==> config.mk <==
export PLATFORM = sky130hd
export DESIGN_NAME = timer_pool_one_shot_periodic_core
export DESIGN_NICKNAME = d
export VERILOG_FILES = /design/src/design/tpool_pkg.sv /design/src/design/tpool_ram.sv /design/src/design/tpool_ctrl.sv /design/src/design/tpool_dp.sv /design/src/design/timer_pool_one_shot_periodic_core.sv
export VERILOG_INCLUDE_DIRS = /design/src /design/src/design
export SDC_FILE = /design/constraint.sdc
export NUM_CORES = 2
export LEC_CHECK = 0
export CAP_MARGIN = 20
export CORE_AREA = 10 10 419 502
export DETAILED_ROUTE_END_ITERATION = 16
export DIE_AREA = 0 0 429 512
export DONT_BUFFER_PORTS = 1
export GPL_TIMING_DRIVEN = 0
export PLACE_DENSITY = 0.66
export SKIP_LAST_GASP = 1
export SLEW_MARGIN = 5
export SYNTH_ARGS = -nofsm -noshare
export SYNTH_HDL_FRONTEND = slang
export SYNTH_SLANG_ARGS = --single-unit
export TNS_END_PERCENT = 50
==> constraint.sdc <==
create_clock -name clk -period 7.2 [get_ports clk]
set_clock_uncertainty 0.05 [all_clocks]
set_input_delay 0.72 -clock clk [delete_from_list [all_inputs] [get_ports clk]]
set_output_delay 0.72 -clock clk [all_outputs]
set_load 0.02 [all_outputs]
==> src/design/timer_pool_one_shot_periodic_core_macros.svh <==
// ---------------------------------------------------------------------------
// Timer pool assertion macros
// Shared concurrent assertion forms for the timer pool modules.
// ---------------------------------------------------------------------------
`ifndef TIMER_POOL_ONE_SHOT_PERIODIC_CORE_MACROS_SVH
`define TIMER_POOL_ONE_SHOT_PERIODIC_CORE_MACROS_SVH

`ifndef NO_ASSERTIONS
`define TPOOL_ASSERT_IMPL(label, ante, cons) \
	label: assert property (@(posedge clk) disable iff (!arst_n) (ante) |-> (cons)) \
		else $error("timer pool assertion failed");
`define TPOOL_ASSERT_NEXT(label, ante, cons) \
	label: assert property (@(posedge clk) disable iff (!arst_n) (ante) |=> (cons)) \
		else $error("timer pool assertion failed");
`else
`define TPOOL_ASSERT_IMPL(label, ante, cons)
`define TPOOL_ASSERT_NEXT(label, ante, cons)
`endif

`endif

==> src/design/tpool_pkg.sv <==
// ---------------------------------------------------------------------------
// Timer pool package
// Command and result types, step codes and constants of the timer pool.
// ---------------------------------------------------------------------------
package tpool_pkg;

	localparam int SLOTS_DEF = 16;
	localparam int MAX_OUT   = 16;

	typedef enum logic [2:0] {
		ACT_TICK     = 3'd0,
		ACT_CREATE   = 3'd1,
		ACT_DESTROY  = 3'd2,
		ACT_START    = 3'd3,
		ACT_STOP     = 3'd4,
		ACT_SET_TO   = 3'd5,
		ACT_SET_TYPE = 3'd6,
		ACT_QUERY    = 3'd7
	} action_t;

	typedef enum logic [1:0] {
		ST_OK      = 2'd0,
		ST_INVALID = 2'd1,
		ST_FULL    = 2'd2
	} status_t;

	typedef enum logic [2:0] {
		OP_IDLE,
		OP_TICK_RD,
		OP_TICK_EV,
		OP_TICK_END,
		OP_CREATE,
		OP_EXEC,
		OP_QRY_EL,
		OP_QRY_OUT
	} op_t;

	typedef struct packed {
		action_t     action;
		logic [3:0]  handle;
		logic [31:0] timeout;
		logic        periodic;
	} cmd_t;

	typedef struct packed {
		status_t     status;
		logic [3:0]  handle_out;
		logic        fired;
		logic        running;
		logic        expired;
		logic [31:0] elapsed;
		logic [31:0] remaining;
		logic [31:0] now;
		logic        last;
	} result_t;

	typedef struct packed {
		logic accept;
		op_t  op;
	} ctl_t;

	typedef struct packed {
		logic sweep_last;
		logic scan_done;
		logic query_ok;
	} sts_t;

endpackage

==> src/design/tpool_ram.sv <==
// ---------------------------------------------------------------------------
// Timer pool RAM
// Generic simple dual-port RAM with one write port and a registered read.
// ---------------------------------------------------------------------------
module tpool_ram #(
	parameter int WIDTH = 32,
	parameter int DEPTH = tpool_pkg::SLOTS_DEF
) (
	input  logic                                        clk,
	input  logic                                        we,
	input  logic [((DEPTH > 1) ? $clog2(DEPTH) : 1)-1:0] waddr,
	input  logic [WIDTH-1:0]                            wdata,
	input  logic [((DEPTH > 1) ? $clog2(DEPTH) : 1)-1:0] raddr,
	output logic [WIDTH-1:0]                            rdata
);

	logic [WIDTH-1:0] mem_q [DEPTH];

	always_ff @(posedge clk) begin
		if (we) begin
			mem_q[waddr] <= wdata;
		end
		rdata <= mem_q[raddr];
	end

endmodule

==> src/design/tpool_ctrl.sv <==
// ---------------------------------------------------------------------------
// Timer pool controller
// Sequences each command transaction through the datapath steps.
// ---------------------------------------------------------------------------
`include "timer_pool_one_shot_periodic_core_macros.svh"

module tpool_ctrl (
	input  logic              clk,
	input  logic              arst_n,
	input  logic              start,
	input  tpool_pkg::action_t action,
	input  tpool_pkg::sts_t   sts,
	output tpool_pkg::ctl_t   ctl,
	output logic              busy
);

	typedef enum logic [2:0] {
		S_IDLE,
		S_TICK_RD,
		S_TICK_EV,
		S_TICK_END,
		S_CREATE,
		S_EXEC,
		S_QRY_EL,
		S_QRY_OUT
	} state_t;

	state_t         state_q;
	tpool_pkg::op_t op_q;
	logic           busy_q;

	always_ff @(posedge clk or negedge arst_n) begin
		if (!arst_n) begin
			state_q <= S_IDLE;
			op_q    <= tpool_pkg::OP_IDLE;
			busy_q  <= 1'b0;
		end else begin
			case (state_q)
				S_IDLE: begin
					if (start) begin
						busy_q <= 1'b1;
						case (action)
							tpool_pkg::ACT_TICK: begin
								state_q <= S_TICK_RD;
								op_q    <= tpool_pkg::OP_TICK_RD;
							end
							tpool_pkg::ACT_CREATE: begin
								state_q <= S_CREATE;
								op_q    <= tpool_pkg::OP_CREATE;
							end
							default: begin
								state_q <= S_EXEC;
								op_q    <= tpool_pkg::OP_EXEC;
							end
						endcase
					end
				end
				S_TICK_RD: begin
					state_q <= S_TICK_EV;
					op_q    <= tpool_pkg::OP_TICK_EV;
				end
				S_TICK_EV: begin
					if (sts.sweep_last) begin
						state_q <= S_TICK_END;
						op_q    <= tpool_pkg::OP_TICK_END;
					end
				end
				S_CREATE: begin
					if (sts.scan_done) begin
						state_q <= S_IDLE;
						op_q    <= tpool_pkg::OP_IDLE;
						busy_q  <= 1'b0;
					end
				end
				S_EXEC: begin
					if (sts.query_ok) begin
						state_q <= S_QRY_EL;
						op_q    <= tpool_pkg::OP_QRY_EL;
					end else begin
						state_q <= S_IDLE;
						op_q    <= tpool_pkg::OP_IDLE;
						busy_q  <= 1'b0;
					end
				end
				S_QRY_EL: begin
					state_q <= S_QRY_OUT;
					op_q    <= tpool_pkg::OP_QRY_OUT;
				end
				default: begin
					state_q <= S_IDLE;
					op_q    <= tpool_pkg::OP_IDLE;
					busy_q  <= 1'b0;
				end
			endcase
		end
	end

	assign busy       = busy_q;
	assign ctl.accept = start && !busy_q;
	assign ctl.op     = op_q;

	`TPOOL_ASSERT_NEXT(a_accept_busy, start && !busy, busy)
	`TPOOL_ASSERT_NEXT(a_sweep_end, state_q == S_TICK_EV && sts.sweep_last, state_q == S_TICK_END)
	`TPOOL_ASSERT_NEXT(a_scan_hold, state_q == S_CREATE && !sts.scan_done, state_q == S_CREATE)

endmodule

==> src/design/tpool_dp.sv <==
// ---------------------------------------------------------------------------
// Timer pool datapath
// Tick counter, slot flags, slot RAMs, sweep arithmetic and result register.
// ---------------------------------------------------------------------------
`include "timer_pool_one_shot_periodic_core_macros.svh"

module tpool_dp #(
	parameter int SLOTS = tpool_pkg::SLOTS_DEF
) (
	input  logic               clk,
	input  logic               arst_n,
	input  tpool_pkg::cmd_t    cmd,
	input  tpool_pkg::ctl_t    ctl,
	output tpool_pkg::sts_t    sts,
	output tpool_pkg::result_t result,
	output logic               strobe
);

	localparam int IW = (SLOTS > 1) ? $clog2(SLOTS) : 1;
	localparam int NW = $clog2(tpool_pkg::MAX_OUT + 1);
	localparam logic [IW-1:0] LAST_IDX = IW'(SLOTS - 1);
	localparam logic [NW-1:0] MAX_N    = NW'(tpool_pkg::MAX_OUT);

	tpool_pkg::cmd_t    cmd_q;
	tpool_pkg::result_t res_q;
	tpool_pkg::result_t res_d;
	logic               strobe_q;
	logic               emit;
	logic [31:0]        now_q;
	logic [SLOTS-1:0]   used_q;
	logic [SLOTS-1:0]   run_q;
	logic [SLOTS-1:0]   per_q;
	logic [IW-1:0]      idx_q;
	logic [NW-1:0]      n_q;
	logic               pend_v_q;
	logic [3:0]         pend_h_q;
	logic [31:0]        el_q;

	logic [IW-1:0] rd_addr;
	logic [IW-1:0] wr_addr;
	logic          to_we;
	logic          st_we;
	logic          el_we;
	logic [31:0]   to_wd;
	logic [31:0]   st_wd;
	logic [31:0]   el_wd;
	logic [31:0]   to_rd;
	logic [31:0]   st_rd;
	logic [31:0]   el_rd;

	logic [IW-1:0] hidx;
	logic          hvalid;
	logic          to_zero;
	logic          exec_ok;
	logic          alloc;
	logic          slot_act;
	logic [31:0]   sweep_el;
	logic          fire;
	logic          restart;
	logic          room;
	logic [31:0]   qry_el;
	logic [32:0]   qdiff;
	logic          q_ge;

	assign hidx     = IW'(cmd_q.handle);
	assign hvalid   = (32'(cmd_q.handle) < 32'(SLOTS)) && used_q[hidx];
	assign to_zero  = (cmd_q.timeout == '0);
	assign exec_ok  = hvalid && !(cmd_q.action == tpool_pkg::ACT_SET_TO && to_zero);
	assign alloc    = !used_q[idx_q];
	assign slot_act = used_q[idx_q] && run_q[idx_q];
	assign sweep_el = now_q - st_rd;
	assign fire     = slot_act && (sweep_el >= to_rd);
	assign restart  = fire && per_q[idx_q];
	assign room     = (n_q < MAX_N);
	assign qry_el   = run_q[hidx] ? (now_q - st_rd) : el_rd;
	assign qdiff    = {1'b0, to_rd} - {1'b0, el_q};
	assign q_ge     = qdiff[32] || (qdiff[31:0] == '0);

	assign sts.sweep_last = (idx_q == LAST_IDX);
	assign sts.scan_done  = to_zero || alloc || (idx_q == LAST_IDX);
	assign sts.query_ok   = (cmd_q.action == tpool_pkg::ACT_QUERY) && hvalid;

	always_comb begin
		case (ctl.op)
			tpool_pkg::OP_TICK_EV: rd_addr = idx_q + 1'b1;
			tpool_pkg::OP_EXEC:    rd_addr = hidx;
			tpool_pkg::OP_QRY_EL:  rd_addr = hidx;
			tpool_pkg::OP_QRY_OUT: rd_addr = hidx;
			default:               rd_addr = idx_q;
		endcase
	end

	always_comb begin
		wr_addr = idx_q;
		to_we   = 1'b0;
		st_we   = 1'b0;
		el_we   = 1'b0;
		to_wd   = cmd_q.timeout;
		st_wd   = now_q;
		el_wd   = '0;
		case (ctl.op)
			tpool_pkg::OP_TICK_EV: begin
				if (slot_act) begin
					st_we = restart;
					el_we = 1'b1;
					el_wd = restart ? 32'd0 : sweep_el;
				end
			end
			tpool_pkg::OP_CREATE: begin
				if (!to_zero && alloc) begin
					to_we = 1'b1;
					st_we = 1'b1;
					el_we = 1'b1;
					st_wd = '0;
				end
			end
			tpool_pkg::OP_EXEC: begin
				wr_addr = hidx;
				if (exec_ok && cmd_q.action == tpool_pkg::ACT_START) begin
					st_we = 1'b1;
					el_we = 1'b1;
				end
				if (exec_ok && cmd_q.action == tpool_pkg::ACT_SET_TO) begin
					to_we = 1'b1;
				end
			end
			tpool_pkg::OP_QRY_EL: begin
				wr_addr = hidx;
				el_we   = run_q[hidx];
				el_wd   = qry_el;
			end
			default: begin
			end
		endcase
	end

	tpool_ram #(.WIDTH(32), .DEPTH(SLOTS)) u_to_ram (
		.clk   (clk),
		.we    (to_we),
		.waddr (wr_addr),
		.wdata (to_wd),
		.raddr (rd_addr),
		.rdata (to_rd)
	);

	tpool_ram #(.WIDTH(32), .DEPTH(SLOTS)) u_st_ram (
		.clk   (clk),
		.we    (st_we),
		.waddr (wr_addr),
		.wdata (st_wd),
		.raddr (rd_addr),
		.rdata (st_rd)
	);

	tpool_ram #(.WIDTH(32), .DEPTH(SLOTS)) u_el_ram (
		.clk   (clk),
		.we    (el_we),
		.waddr (wr_addr),
		.wdata (el_wd),
		.raddr (rd_addr),
		.rdata (el_rd)
	);

	always_comb begin
		emit             = 1'b0;
		res_d            = '0;
		res_d.status     = tpool_pkg::ST_OK;
		res_d.now        = now_q;
		res_d.last       = 1'b1;
		case (ctl.op)
			tpool_pkg::OP_TICK_EV: begin
				emit             = fire && room && pend_v_q;
				res_d.handle_out = pend_h_q;
				res_d.fired      = 1'b1;
				res_d.last       = 1'b0;
			end
			tpool_pkg::OP_TICK_END: begin
				emit = 1'b1;
				if (pend_v_q) begin
					res_d.handle_out = pend_h_q;
					res_d.fired      = 1'b1;
				end
			end
			tpool_pkg::OP_CREATE: begin
				if (to_zero) begin
					emit         = 1'b1;
					res_d.status = tpool_pkg::ST_INVALID;
				end else if (alloc) begin
					emit             = 1'b1;
					res_d.handle_out = 4'(idx_q);
				end else if (idx_q == LAST_IDX) begin
					emit         = 1'b1;
					res_d.status = tpool_pkg::ST_FULL;
				end
			end
			tpool_pkg::OP_EXEC: begin
				emit             = !sts.query_ok;
				res_d.handle_out = cmd_q.handle;
				res_d.status     = exec_ok ? tpool_pkg::ST_OK : tpool_pkg::ST_INVALID;
			end
			tpool_pkg::OP_QRY_OUT: begin
				emit             = 1'b1;
				res_d.handle_out = cmd_q.handle;
				res_d.running    = run_q[hidx];
				res_d.expired    = run_q[hidx] && q_ge;
				res_d.elapsed    = el_q;
				res_d.remaining  = q_ge ? 32'd0 : qdiff[31:0];
			end
			default: begin
			end
		endcase
	end

	always_ff @(posedge clk or negedge arst_n) begin
		if (!arst_n) begin
			now_q    <= '0;
			used_q   <= '0;
			run_q    <= '0;
			per_q    <= '0;
			idx_q    <= '0;
			n_q      <= '0;
			pend_v_q <= 1'b0;
			strobe_q <= 1'b0;
		end else begin
			strobe_q <= emit;
			if (ctl.accept) begin
				idx_q    <= '0;
				n_q      <= '0;
				pend_v_q <= 1'b0;
				if (cmd.action == tpool_pkg::ACT_TICK) begin
					now_q <= now_q + 32'd1;
				end
			end
			case (ctl.op)
				tpool_pkg::OP_TICK_EV: begin
					idx_q <= idx_q + 1'b1;
					if (fire && !per_q[idx_q]) begin
						run_q[idx_q] <= 1'b0;
					end
					if (fire && room) begin
						pend_v_q <= 1'b1;
						n_q      <= n_q + 1'b1;
					end
				end
				tpool_pkg::OP_CREATE: begin
					if (!to_zero && alloc) begin
						used_q[idx_q] <= 1'b1;
						run_q[idx_q]  <= 1'b0;
						per_q[idx_q]  <= cmd_q.periodic;
					end else if (!to_zero && idx_q != LAST_IDX) begin
						idx_q <= idx_q + 1'b1;
					end
				end
				tpool_pkg::OP_EXEC: begin
					if (exec_ok) begin
						case (cmd_q.action)
							tpool_pkg::ACT_DESTROY: begin
								used_q[hidx] <= 1'b0;
								run_q[hidx]  <= 1'b0;
								per_q[hidx]  <= 1'b0;
							end
							tpool_pkg::ACT_START:    run_q[hidx] <= 1'b1;
							tpool_pkg::ACT_STOP:     run_q[hidx] <= 1'b0;
							tpool_pkg::ACT_SET_TYPE: per_q[hidx] <= cmd_q.periodic;
							default: begin
							end
						endcase
					end
				end
				default: begin
				end
			endcase
		end
	end

	always_ff @(posedge clk) begin
		if (ctl.accept) begin
			cmd_q <= cmd;
		end
		if (ctl.op == tpool_pkg::OP_TICK_EV && fire && room) begin
			pend_h_q <= 4'(idx_q);
		end
		if (ctl.op == tpool_pkg::OP_QRY_EL) begin
			el_q <= qry_el;
		end
		if (emit) begin
			res_q <= res_d;
		end
	end

	assign result = res_q;
	assign strobe = strobe_q;

	`TPOOL_ASSERT_NEXT(a_tick_now, ctl.accept && cmd.action == tpool_pkg::ACT_TICK, now_q == $past(now_q) + 32'd1)
	`TPOOL_ASSERT_IMPL(a_pend_count, pend_v_q, n_q != '0)
	`TPOOL_ASSERT_NEXT(a_alloc_used, ctl.op == tpool_pkg::OP_CREATE && !to_zero && alloc, used_q[idx_q])

endmodule

==> src/design/timer_pool_one_shot_periodic_core.sv <==
// ---------------------------------------------------------------------------
// Timer pool core
// Pool of timer slots, one-shot or periodic, sharing one tick counter.
// ---------------------------------------------------------------------------
// A command transaction is taken when start is high and busy is low; the
// command travels on cmd. Results leave on result, each valid for exactly one
// cycle while strobe is high; the receiver cannot stall them.
// A tick sweeps the slots one per cycle out of the slot RAMs: it holds busy
// through a read step, the sweep and an end step, and its results, one per
// fired slot (at most 16) or one empty result, follow during the sweep and
// from its end step. Create scans the free flags one slot per cycle. Query
// steps through exec, elapsed and output states, for the registered RAM read
// and the elapsed and remaining subtractions. The other commands finish in
// the exec step. Each result appears on the ports in the cycle after the step
// that produces it, and the final result of a transaction carries last.
// Reset clears the tick counter and all slot flags, so every slot is free;
// the slot RAMs need no clearing since create writes all slot values.
// ---------------------------------------------------------------------------
module timer_pool_one_shot_periodic_core #(
	parameter int SLOTS = tpool_pkg::SLOTS_DEF
) (
	input  logic               clk,
	input  logic               arst_n,
	input  logic               start,
	output logic               busy,
	input  tpool_pkg::cmd_t    cmd,
	output tpool_pkg::result_t result,
	output logic               strobe
);

	tpool_pkg::ctl_t ctl;
	tpool_pkg::sts_t sts;

	tpool_ctrl u_ctrl (
		.clk    (clk),
		.arst_n (arst_n),
		.start  (start),
		.action (cmd.action),
		.sts    (sts),
		.ctl    (ctl),
		.busy   (busy)
	);

	tpool_dp #(.SLOTS(SLOTS)) u_dp (
		.clk    (clk),
		.arst_n (arst_n),
		.cmd    (cmd),
		.ctl    (ctl),
		.sts    (sts),
		.result (result),
		.strobe (strobe)
	);

endmodule
==> results.json <==
{
  "status": "complete, no violations",
  "drt-total-wl_um": 258000,
  "fin_crit_ps": 7140,
  "p_seq_share_pct": 35.4,
  "synth_top_area_cell": "edfxtp_1",
  "power.share.clock_pct": 23.5,
  "core_area_um2": 200000,
  "grtUsageTotal_pct": 22.6,
  "synthesis.area_um2": 79600,
  "final_cell_area_um2": 91700,
  "hpwlAfterDp_um": 186000,
  "start_util_pct": 39.8,
  "worstSetupStartpointType": "register",
  "path_delay_family": "simple AND/OR/NAND/NOR gates",
  "dr.pass1.iters": 6,
  "final_hold_viol_count": 0,
  "gp_congestion": 0.939,
  "yosysSeqAreaShare_pct": 70.2,
  "yosys_register_bits": 1909,
  "rsz0062_at_grt": "yes",
  "syn-num-nets": 6488,
  "via_per_inst": 5.81,
  "synthTopCellsByArea": "edfxtp_1 (65%), nand2_1 (7.9%), a311oi_1 (3.2%)",
  "p_int_w": 0.0229,
  "leakage_nw": 32.9,
  "avgRoutedWirePerCell_um": 27.0,
  "async_flop_share_pct": 4.98,
  "synth_edf_count": 1718,
  "crit_path_end_kind": "register",
  "antenna_found_initial": 21,
  "slowest_delay_ps": 470,
  "htree_levels": 4,
  "syn_avg_cell_area_um2": 12.6,
  "synth_top_area_share_pct": 64.8,
  "dieArea_um2": 220000,
  "numCtsBuffers": 180,
  "critPathKind": "reg2reg",
  "max_slew_margin_pct": 14.6,
  "port_buffers": 0,
  "drt_iter0_markers": 7229,
  "dp_slack_ps": -1290,
  "holdCritPathClass": "in2reg",
  "drv_slew": 0,
  "vias": 55600,
  "syn2layout_area_growth_pct": 15.2,
  "clock-root-buffer": "clkbuf_16",
  "comb_power_share_pct": 41.1,
  "std_cell_rows": 180,
  "grt_overflow": 0,
  "yosysUniqueCellTypes": 87,
  "synthFlopType": "edfxtp_1",
  "swShare_pct": 42.9,
  "grt_first_pass_wirelength_um": 368000,
  "ioPinCount": 151,
  "setup_viol": 0,
  "p_sw_w": 0.0173,
  "min_period_over_period_pct": 99.1,
  "cts_tree": "yes",
  "yosys_warnings": 0,
  "clk_path_buf_depth": 3,
  "die_h_um": 512,
  "grt_pass1_vias": 54300,
  "detail-route-antenna-nets": 0,
  "finalPower_w": 0.0402,
  "ir_worst_vdd_v": 0.000313,
  "cts.reportedPaths.clkPinSlew_ps": 60,
  "netlist_instances": 6342,
  "worst_pin_slew_ps": 1280,
  "post-route-drc-count": 0,
  "path_common_cell": "buf_4",
  "drv_cap": 0,
  "fin_ws_ps": 64.0,
  "drive_gt1_share_pct": 9.56,
  "crit_buf_inv": 8,
  "worstPathRequired_ps": 7680,
  "clock_latency_ps": 870,
  "critPathMaxFanout": 12,
  "power_per_cell_area_nw_per_um2": 438,
  "die-width_um": 429,
  "fmax_mhz": 140,
  "fin_nets": 6925,
  "worstPathArrival_ps": 7620,
  "placed_cell_area_um2": 84900,
  "cp_slowest_cell": "a311oi_4",
  "cts_sinks": 1909,
  "grt_max_degree": 96
}
[path summary, 6_finish.rpt]
| path | from | end | slack, ps | cells past startpoint |
|---|---|---|---|---|
| hold / removal | cmd[37] | u_ctrl.state_q[0]$_DFFE_PN0P_ | 80 | 3 |
| hold reg to reg | u_dp.n_q[4]$_DFF_PN0_ | u_dp.n_q[4]$_DFF_PN0_ | 450 | 1 |
| setup / recovery | u_dp.now_q[0]$_DFFE_PN0P_ | u_dp.u_st_ram.mem_q[1][17]$_DFFE_PP_ | 60 | 26 |
| setup reg to reg | u_dp.now_q[0]$_DFFE_PN0P_ | u_dp.u_st_ram.mem_q[1][17]$_DFFE_PP_ | 60 | 26 |
| max in group asynchronous | arst_n | u_dp.now_q[5]$_DFFE_PN0P_ | 6030 | 2 |
| min in group asynchronous | arst_n | u_dp.strobe$_DFF_PN0_ | 340 | 2 |
[stage by stage]
step           cells  util (%)  hold WS, ps   TNS, ps
2_1_floorplan   6342         -          374         0
3_3_place_gp    8981      41.5          378  -4439160
3_5_place_dp    9153      42.4          379   -933490
4_1_cts         9538      45.7         30.0      -437
5_1_grt         9575      45.9          102     -66.9
6_report        9578      45.9         81.9         0
[tightest hold or removal path: stages]
cell     delay [ps]
a21oi_1          40
o22ai_1         120
nor2_1           60
[cells in the final DEF (no fill, tap or decap), types with 15 or more instances in the layout]
cell type and count:
a21o_1 34, a21oi_1 220, a22o_1 30, a311oi_1 288
a31oi_1 125, and2_1 43, and3_1 212, buf_1 21
buf_2 17, buf_4 144, buf_6 57, bufinv_16 15
clkbuf_1 402, clkbuf_16 180, clkbuf_2 26, clkinv_1 31
clkinv_2 22, dfrtp_1 94, dfxtp_1 96, dlygate4sd3_1 42
edfxtp_1 1718, ha_1 101, inv_1 136, mux2_2 34
mux2i_1 22, mux4_2 23, nand2_1 1683, nand2b_1 15
nand3_1 431, nand4_1 28, nor2_1 85, nor2b_1 47
nor3_1 37, nor3_2 39, o21ai_0 63, o221ai_1 16
o2bb2ai_1 18, xnor2_1 44, xor2_1 19
[cells by family (layout without fill, tap and decap cells)]
logic type / after synthesis / count (layout) / share of synthesized area [%]
mux: 80 / 80 / 1.44
fa+ha+maj: 103 / 103 / 1.64
flops: 1909 / 1909 / 70.2
compound gates: 933 / 935 / 8.38
simple gates: 2697 / 2697 / 14.9
xor+xnor: 72 / 72 / 0.792
buf+inv: 548 / 1137 / 2.64
other cells: 0 / 6 / 0
[registers in the layout, indices dropped and copies added, names as in the netlist, 3 cells and up, named ones only]
signal	cells
u_dp.used_q	16
u_dp.u_to_ram.mem_q	512
u_dp.u_el_ram.mem_q	512
u_dp.now_q	32
u_dp.pend_h_q	4
u_dp.cmd_q	4
u_dp.u_st_ram.rdata	32
u_dp.result	106
u_dp.el_q	32
u_dp.idx_q	4
u_ctrl.state_q	3
u_dp.hidx	4
u_dp.u_to_ram.rdata	32
u_dp.u_st_ram.mem_q	512
u_dp.per_q	16
u_dp.n_q	5
u_dp.to_wd	32
u_dp.u_el_ram.rdata	32
[Yosys cell counts, drive strengths merged, types with 92 or more instances]
cell,n
nand3,431
inv,138
edfxtp,1718
and3,212
dfxtp,96
ha,101
a31oi,127
nor2,92
nand2,1683
clkbuf,366
dfrtp,95
a21oi,224
a311oi,289
[power by group through the flow]
stage	combinational (W)	sequential, W	clock [W]
after floorplan	0.00923	0.0141	0
after global placement	0.0153	0.0145	0
after detailed placement	0.0158	0.0145	0
after CTS	0.0160	0.0142	0.00955
after global routing	0.0175	0.0143	0.00999
final	0.0165	0.0142	0.00947
[final cells by class]
class / count / area, um2
diodes: 6 / 15.0
plain buffers: 408 / 1610
clock buffers: 248 / 4820
clock inverters: 88 / 1020
fillers: 17500 / 108000
inverters: 140 / 529
multi-input cells: 3887 / 22200
flip-flops and latches: 1909 / 55900
well taps: 2639 / 3300
repair buffers: 253 / 2360
[what timing repair did]
item,4_1_cts,5_1_grt
cloned,2,0
endpoints found under the setup margin,1149,835
hold buffers,43,0
pin swaps,4,8
hold endpoints to repair,136,0
gates resized for setup,35,8
setup buffers,4,19
[routing by layer]
layer	GRT usage [%]	share of wire (%)	routed length, um
met1	26.1	35	91400
met2	37.1	47	122000
met3	6.23	10	26300
met4	14.0	7.3	18800
met5	0	0.023	59
Note: power is estimated with default switching activity, not from simulation.
